[config.mk]
export PLATFORM = sky130hd
export DESIGN_NAME = absolute_grid_frame_pacer_top_flat
export DESIGN_NICKNAME = d
export VERILOG_FILES = /design/src/sv/agfp_pkg.sv /design/src/sv/agfp_event_if.sv /design/src/sv/agfp_result_if.sv /design/src/sv/agfp_core.sv /design/src/sv/absolute_grid_frame_pacer_top.sv /design/src/flat_wrapper.sv
export SDC_FILE = /design/constraint.sdc
export NUM_CORES = 2
export LEC_CHECK = 0
export BUFFER_PORTS_ARGS = -buffer_cell sky130_fd_sc_hd__buf_4
export CAP_MARGIN = 20
export CORE_MARGIN = 2
export CORE_UTILIZATION = 60
export DETAILED_ROUTE_END_ITERATION = 8
export GPL_TIMING_DRIVEN = 0
export PLACE_DENSITY = 0.88
export SLEW_MARGIN = 20
export SYNTH_ARGS = -nofsm -noshare
export SYNTH_HDL_FRONTEND = slang
export SYNTH_HIERARCHICAL = 1
export SYNTH_SLANG_ARGS = --single-unit
[constraint.sdc]
create_clock -name i_clk -period 13.2 [get_ports i_clk]
set_input_delay 0.66 -clock i_clk [delete_from_list [all_inputs] [get_ports i_clk]]
set_output_delay 0.66 -clock i_clk [all_outputs]
set_load 0.05 [all_outputs]
[src/sv/agfp_pkg.sv]
package agfp_pkg;

    // field widths
    localparam int IV_W       = 37;
    localparam int ACT_W      = 3;
    localparam int TS_W       = 64;
    localparam int TIME_W_DEF = 64;

    // longest interval and longest wait, in ns
    localparam logic [IV_W-1:0] MAX_INTERVAL = 37'd100000000000;

    // event commands
    localparam logic CMD_FRAME = 1'b0;
    localparam logic CMD_DONE  = 1'b1;

    // result action codes
    typedef enum logic [ACT_W-1:0] {
        ACT_CLEARED  = 3'd0,
        ACT_RESTART  = 3'd1,
        ACT_LATE     = 3'd2,
        ACT_WAIT     = 3'd3,
        ACT_REANCHOR = 3'd4,
        ACT_ONGRID   = 3'd5,
        ACT_IGNORED  = 3'd6
    } t_action;

    // one input event
    typedef struct packed {
        logic            cmd;
        logic            active;
        logic [TS_W-1:0] time_ns;
    } t_event;

    // one result word
    typedef struct packed {
        logic [IV_W-1:0] wait_ns;
        t_action         action;
    } t_result;

endpackage

[src/sv/agfp_event_if.sv]
interface agfp_event_if
    import agfp_pkg::*;
();
    logic            valid;
    logic            ready;
    logic            cmd;
    logic            active;
    logic [TS_W-1:0] time_ns;

    modport source (output valid, output cmd, output active, output time_ns, input ready);
    modport sink   (input valid, input cmd, input active, input time_ns, output ready);
endinterface

[src/sv/agfp_result_if.sv]
interface agfp_result_if
    import agfp_pkg::*;
();
    logic             valid;
    logic             ready;
    logic [IV_W-1:0]  wait_ns;
    logic [ACT_W-1:0] action;

    modport source (output valid, output wait_ns, output action, input ready);
    modport sink   (input valid, input wait_ns, input action, output ready);
endinterface

[src/sv/agfp_core.sv]
module agfp_core
    import agfp_pkg::*;
#(
    parameter int TIME_WIDTH = TIME_W_DEF
) (
    input  logic            i_clk,
    input  logic            i_rst_n,
    input  logic            i_step,
    input  t_event          i_event,
    input  logic [IV_W-1:0] i_interval_ns,
    output t_result         o_result
);

    localparam int IV2_W = IV_W + 1;
    localparam int IV3_W = IV_W + 2;

    logic [TIME_WIDTH-1:0] r_next_deadline, n_next_deadline;
    logic [IV_W-1:0]       r_grid_interval, n_grid_interval;
    logic                  r_wait_pending, n_wait_pending;

    logic [TIME_WIDTH-1:0] now;
    logic [IV_W-1:0]       iv;
    logic [IV2_W-1:0]      iv2;
    logic [IV3_W-1:0]      iv3;
    logic [IV_W-1:0]       quarter;
    logic [TIME_WIDTH-1:0] quarter_t;
    logic [TIME_WIDTH-1:0] lim;
    logic                  over;
    logic [TIME_WIDTH-1:0] late_by;
    logic [TIME_WIDTH-1:0] early_by;
    logic                  have, changed, stalled, is_late;
    logic [TIME_WIDTH-1:0] base;
    logic [IV3_W-1:0]      addend;
    logic [TIME_WIDTH-1:0] wait_full;
    logic                  upd_deadline;

    // event time at the grid width, effective interval
    assign now     = i_event.time_ns[TIME_WIDTH-1:0];
    assign iv      = (i_interval_ns > MAX_INTERVAL) ? MAX_INTERVAL : i_interval_ns;
    assign iv2     = {iv, 1'b0};
    assign iv3     = IV3_W'(iv2) + IV3_W'(iv);

    // overshoot test on completion
    assign quarter   = r_grid_interval >> 2;
    assign quarter_t = TIME_WIDTH'(quarter);
    assign lim       = r_next_deadline - quarter_t;
    assign over      = (r_next_deadline < quarter_t) || (now > lim);

    // frame position against the grid
    assign late_by  = now - r_next_deadline;
    assign early_by = r_next_deadline - now;
    assign have     = r_grid_interval != '0;
    assign changed  = r_grid_interval != iv;
    assign is_late  = now >= r_next_deadline;
    assign stalled  = have && (now > r_next_deadline) && (late_by > TIME_WIDTH'(iv2));
    assign wait_full = (early_by > TIME_WIDTH'(MAX_INTERVAL)) ? TIME_WIDTH'(MAX_INTERVAL)
                                                              : early_by;

    // decision and next state
    always_comb begin
        n_next_deadline = r_next_deadline;
        n_grid_interval = r_grid_interval;
        n_wait_pending  = r_wait_pending;
        base            = r_next_deadline;
        addend          = IV3_W'(iv);
        upd_deadline    = 1'b0;
        o_result.wait_ns = '0;
        o_result.action  = ACT_IGNORED;
        if (i_event.cmd == CMD_DONE) begin
            if (r_wait_pending && have) begin
                n_wait_pending = 1'b0;
                if (over) begin
                    base            = now;
                    addend          = IV3_W'(r_grid_interval);
                    upd_deadline    = 1'b1;
                    o_result.action = ACT_REANCHOR;
                end else begin
                    o_result.action = ACT_ONGRID;
                end
            end
        end else if (!i_event.active || (i_interval_ns == '0)) begin
            n_next_deadline = '0;
            n_grid_interval = '0;
            n_wait_pending  = 1'b0;
            o_result.action = ACT_CLEARED;
        end else if (!have || changed || stalled) begin
            n_wait_pending  = 1'b0;
            n_grid_interval = iv;
            base            = now;
            upd_deadline    = 1'b1;
            o_result.action = ACT_RESTART;
        end else if (is_late) begin
            // late by at most two intervals here: one to three steps
            n_wait_pending = 1'b0;
            if (late_by < TIME_WIDTH'(iv)) begin
                addend = IV3_W'(iv);
            end else if (late_by < TIME_WIDTH'(iv2)) begin
                addend = IV3_W'(iv2);
            end else begin
                addend = iv3;
            end
            upd_deadline    = 1'b1;
            o_result.action = ACT_LATE;
        end else begin
            n_wait_pending   = 1'b1;
            upd_deadline     = 1'b1;
            o_result.wait_ns = wait_full[IV_W-1:0];
            o_result.action  = ACT_WAIT;
        end
        if (upd_deadline) begin
            n_next_deadline = base + TIME_WIDTH'(addend);
        end
    end

    // grid state
    always_ff @(posedge i_clk) begin
        if (!i_rst_n) begin
            r_next_deadline <= '0;
            r_grid_interval <= '0;
            r_wait_pending  <= 1'b0;
        end else if (i_step) begin
            r_next_deadline <= n_next_deadline;
            r_grid_interval <= n_grid_interval;
            r_wait_pending  <= n_wait_pending;
        end
    end

endmodule

[src/sv/absolute_grid_frame_pacer_top.sv]
// channel   dir  words                        handshake
// i_event   in   cmd, active, time_ns         valid/ready
// o_result  out  wait_ns, action              valid/ready
// cfg       in   interval_ns                  i_cfg_we, no ready
//
// one word per cycle while the result side is not stalled; a word passes the input register, then the result register
// the grid state updates in the cycle a word moves from the input to the result register
// reset clears the grid, the interval register and both valid flags
// a stalled result register holds the input register; input ready drops only then
module absolute_grid_frame_pacer_top
    import agfp_pkg::*;
#(
    parameter int TIME_WIDTH = TIME_W_DEF
) (
    input  logic            i_clk,
    input  logic            i_rst_n,
    input  logic            i_cfg_we,
    input  logic [IV_W-1:0] i_cfg_wdata,
    agfp_event_if.sink      i_event,
    agfp_result_if.source   o_result
);

    logic [IV_W-1:0] r_interval_ns;
    logic            r_in_valid;
    t_event          r_in;
    logic            r_out_valid;
    t_result         r_out;
    logic            out_free;
    logic            step;
    t_result         core_result;

    // handshake
    assign out_free      = !r_out_valid || o_result.ready;
    assign step          = r_in_valid && out_free;
    assign i_event.ready = !r_in_valid || out_free;

    // interval register
    always_ff @(posedge i_clk) begin
        if (!i_rst_n) begin
            r_interval_ns <= '0;
        end else if (i_cfg_we) begin
            r_interval_ns <= i_cfg_wdata;
        end
    end

    // input register
    always_ff @(posedge i_clk) begin
        if (!i_rst_n) begin
            r_in_valid <= 1'b0;
        end else if (i_event.ready) begin
            r_in_valid <= i_event.valid;
        end
    end

    always_ff @(posedge i_clk) begin
        if (i_event.ready && i_event.valid) begin
            r_in.cmd     <= i_event.cmd;
            r_in.active  <= i_event.active;
            r_in.time_ns <= i_event.time_ns;
        end
    end

    agfp_core #(
        .TIME_WIDTH (TIME_WIDTH)
    ) u_core (
        .i_clk         (i_clk),
        .i_rst_n       (i_rst_n),
        .i_step        (step),
        .i_event       (r_in),
        .i_interval_ns (r_interval_ns),
        .o_result      (core_result)
    );

    // result register
    always_ff @(posedge i_clk) begin
        if (!i_rst_n) begin
            r_out_valid <= 1'b0;
        end else if (out_free) begin
            r_out_valid <= r_in_valid;
        end
    end

    always_ff @(posedge i_clk) begin
        if (step) begin
            r_out <= core_result;
        end
    end

    assign o_result.valid   = r_out_valid;
    assign o_result.wait_ns = r_out.wait_ns;
    assign o_result.action  = r_out.action;

    // a wait is only issued ahead of the deadline, so it is never zero
    assert property (@(posedge i_clk) disable iff (!i_rst_n)
        (r_out_valid && r_out.action == ACT_WAIT) |-> (r_out.wait_ns != '0))
        else $error("wait issued with zero length");

    // only a wait result carries a wait length
    assert property (@(posedge i_clk) disable iff (!i_rst_n)
        (r_out_valid && r_out.action != ACT_WAIT) |-> (r_out.wait_ns == '0))
        else $error("wait length on a non-wait result");

    // a word in the input register is kept while the result side is blocked
    assert property (@(posedge i_clk) disable iff (!i_rst_n)
        (r_in_valid && !out_free) |=> (r_in_valid && $stable(r_in)))
        else $error("input word lost under stall");

endmodule

[src/flat_wrapper.sv]
// flat-port wrapper written by rule: the top's interface ports become plain ports
module absolute_grid_frame_pacer_top_flat import agfp_pkg::*;
#(
    parameter int TIME_WIDTH = TIME_W_DEF
)
  (i_clk, i_rst_n, i_cfg_we, i_cfg_wdata, i_event_valid, i_event_cmd, i_event_active, i_event_time_ns, i_event_ready, o_result_valid, o_result_wait_ns, o_result_action, o_result_ready);
  agfp_event_if i_event_i ();
  agfp_result_if o_result_i ();
  input  logic i_clk;
  input  logic i_rst_n;
  input  logic i_cfg_we;
  input  logic [IV_W-1:0] i_cfg_wdata;
  input wire logic [$bits(i_event_i.valid)-1:0] i_event_valid;
  input wire logic [$bits(i_event_i.cmd)-1:0] i_event_cmd;
  input wire logic [$bits(i_event_i.active)-1:0] i_event_active;
  input wire logic [$bits(i_event_i.time_ns)-1:0] i_event_time_ns;
  output wire logic [$bits(i_event_i.ready)-1:0] i_event_ready;
  output wire logic [$bits(o_result_i.valid)-1:0] o_result_valid;
  output wire logic [$bits(o_result_i.wait_ns)-1:0] o_result_wait_ns;
  output wire logic [$bits(o_result_i.action)-1:0] o_result_action;
  input wire logic [$bits(o_result_i.ready)-1:0] o_result_ready;
  assign i_event_i.valid = i_event_valid;
  assign i_event_i.cmd = i_event_cmd;
  assign i_event_i.active = i_event_active;
  assign i_event_i.time_ns = i_event_time_ns;
  assign i_event_ready = i_event_i.ready;
  assign o_result_valid = o_result_i.valid;
  assign o_result_wait_ns = o_result_i.wait_ns;
  assign o_result_action = o_result_i.action;
  assign o_result_i.ready = o_result_ready;
  absolute_grid_frame_pacer_top #(.TIME_WIDTH(TIME_WIDTH)) u_core (.i_clk(i_clk), .i_rst_n(i_rst_n), .i_cfg_we(i_cfg_we), .i_cfg_wdata(i_cfg_wdata), .i_event(i_event_i), .o_result(o_result_i));
endmodule
==> metrics <==
outcome finished clean; final count of pins violating max slew 0; syn_nets 4,438; clock root buffer clkbuf_16; Skew-Pair Late Insertion Delay 0.64 ns; Nets 4,635; grt ovf 0; Max-Cap Viols 0; area of the die 52,100 sq um; final instance area 33,700 sq um; EDFF count, synth 106; Yosys cell types 103; Layout area overhead 11.7%; worst rel slew slack 28.4%; layout cells sized above 1 8.73%; Setup TNS 0 ns; std cell rows 82; Worst EP arrival 13.52 ns; Inserted Diodes 0; worst path required time 13.72 ns; Seq/Total Area, Yosys 19.9%; P_leak 14.6 nW; Hold EP u_core/r_in[55]; endpoints failing setup 0; Routed WL per cell 24.3 um; final hold viol count 0; FF-to-FF path depth 54; worst-margin pin slew 1.06 ns; Starting Density 60.5%; routability cong. 1.08; Max Buffers Root-to-Sink 3; Antenna Violating Nets Remaining 0; setup ws final 0.205 ns; R2R Path End u_core/u_core/r_next_deadline[60]; Clock Skew 0.0343 ns; reg2reg start u_core/u_core/r_grid_interval[2]; DRT Pass-1 Iters 7; CP max stage delay 0.61 ns; I/O Buffers 147; VDD IR max 0.122 mV; critical path launch point type flop; flop2flop setup slack 0.21 ns; Tmin final 12.99 ns; Cell Pwr Density 93.6 nW/um^2; hold path depth 1; Core Region 49,900 sq um; cell count after synthesis 3,950; DR iter-0 viols 5,422; drt total wl 118 mm; Die X 228 um; IO Count 150; initial antenna violation count 0; CTS Buf Count 31; clk sinks 247; Final period util 98.4%; H-tree depth 1; gr usage total 43.1%; via count 32,900; worst hold path type in -> reg; commonest non-fill, non-tap cells in the layout 375 x ha_1, 363 x a21oi_1, 320 x nand2_1, 294 x nor2_1, 280 x o21ai_0; Post-Syn Area 30,200 sq um; WHS 0.194 ns; hold buffer count at cts 0; most common cell after layout, fill and taps aside ha_1; Die H 228 um; overall power 3.15 mW; CTS tree yes; CTS clock-pin slew for the worst setup and hold paths 0.07 ns; asr flop ratio synth 0%; largest net degree at the start of global routing 24; placed inst area 32,300 sq um; Vias/cell 6.78; CP endpoint kind flop; synthesis-stage register bit count 247; vias in the first global route 29,500; first-pass GRT wire length 175 mm; Critical-path top delay cell or4_4; worst slack, placed -2.34 ns; crit-path max FO 10; Top FF cell, synth dfxtp_1; Synth Warn # 6; Avg Inst Size Synth 7.63 sq um; DRC violations left 0; min-delay src i_event_time_ns[55]; HPWL Detailed 95.3 mm; Max Clock Freq 77.0 MHz; Setup CP Type reg -> reg; most frequent CP cell ha_1
==> registers in the layout, summed over array words and instances, names as in the netlist <==
register and cells:
u_core/r_in 66, u_core/u_core/r_next_deadline 64, u_core/o_result.wait_ns 37, u_core/r_interval_ns 37
u_core/u_core/r_grid_interval 37, u_core/o_result.action 3, u_core/o_result.valid 1, u_core/r_in_valid 1
u_core/u_core/r_wait_pending 1
==> worst max path at each step <==
stage / startpoint / to / cells past startpoint
2_1_floorplan: u_core/u_core/r_grid_interval[3] / u_core/u_core/r_next_deadline[60] / 54
3_3_place_gp: u_core/u_core/r_grid_interval[3] / u_core/u_core/r_next_deadline[60] / 54
3_5_place_dp: u_core/u_core/r_grid_interval[3] / u_core/u_core/r_next_deadline[60] / 54
4_1_cts: u_core/u_core/r_grid_interval[2] / u_core/u_core/r_next_deadline[60] / 54
5_1_grt: u_core/u_core/r_grid_interval[3] / u_core/u_core/r_next_deadline[60] / 54
6_report: u_core/u_core/r_grid_interval[2] / u_core/u_core/r_next_deadline[60] / 54
==> kinds of logic after synthesis <==
family                     synth area share (%)
AOI/OAI and AO/OA                          27.2
xor gates and xnor gates                   7.55
adders and majority gates                  15.9
buffers and inverters                      6.10
DFF                                        19.9
muxes                                      2.24
and+or+nand+nor                            21.1
==> final cells by class <==
class / count / area [sq um]
clock buffer: 37 / 818
clock inverter: 20 / 358
tap: 672 / 841
sequential: 247 / 6010
timing repair buffer: 165 / 1340
multi-input combinational: 3258 / 22500
fill: 4267 / 16200
inverter: 281 / 1050
buffer: 163 / 795
==> metal layers <==
layer	vias to the layer above	track usage [%]	routed length, um
met5	-	0	0
met4	0	16.5	5690
met1	15300	60.4	47400
met2	2401	61.1	46200
li1	14800	-	-
met3	328	13.7	18200
==> what timing repair did <==
| action | 4_1_cts | 5_1_grt |
|---|---|---|
| setup buffers | 6 | 7 |
| resized for setup | 20 | 34 |
| setup endpoints to repair | 50 | 28 |
| pin swaps | 5 | 9 |
==> critical path: cells and delay by family, from the launching register on <==
kind	cells	cell delay (ns)
fa+ha+maj	5	1.59
simple gates	18	3.66
compound gates	22	5.39
buf+inv	6	1.11
flops	1	0.43
xor+xnor	2	0.31
mux	1	0.36
==> cells in the mapped netlist, types with 75 or more instances <==
cell type  number  area (sq um)
nand2_1       321          1200
edfxtp_1      106          3180
nor3_1         75           375
nor2b_1       159           995
a21o_1        141          1060
a21oi_1       366          1830
xnor2_1       182          1590
xor2_1         78           683
dfxtp_1       141          2820
nand4_1        91           569
a22oi_1        80           601
clkbuf_1       93           349
nand3_1        75           375
ha_1          375          4690
nor2_1        295          1110
inv_1         280          1050
o21ai_0       288          1440
==> where the power goes <==
group | internal, mW | switching, mW | total (mW) | leakage (nW)
Sequential | 0.827 | 0.0517 | 0.879 | 2.16
Combinational | 0.510 | 0.766 | 1.28 | 11.9
Clock | 0.619 | 0.379 | 0.998 | 0.566
==> metrics by stage <==
stage	util, %	std cells
6_report	67.6	4843
5_1_grt	67.6	4843
4_1_cts	67.3	4837
2_1_floorplan	-	3950
3_3_place_gp	64.4	4769
3_5_place_dp	64.7	4774
Power figures use the tool's default switching activity.
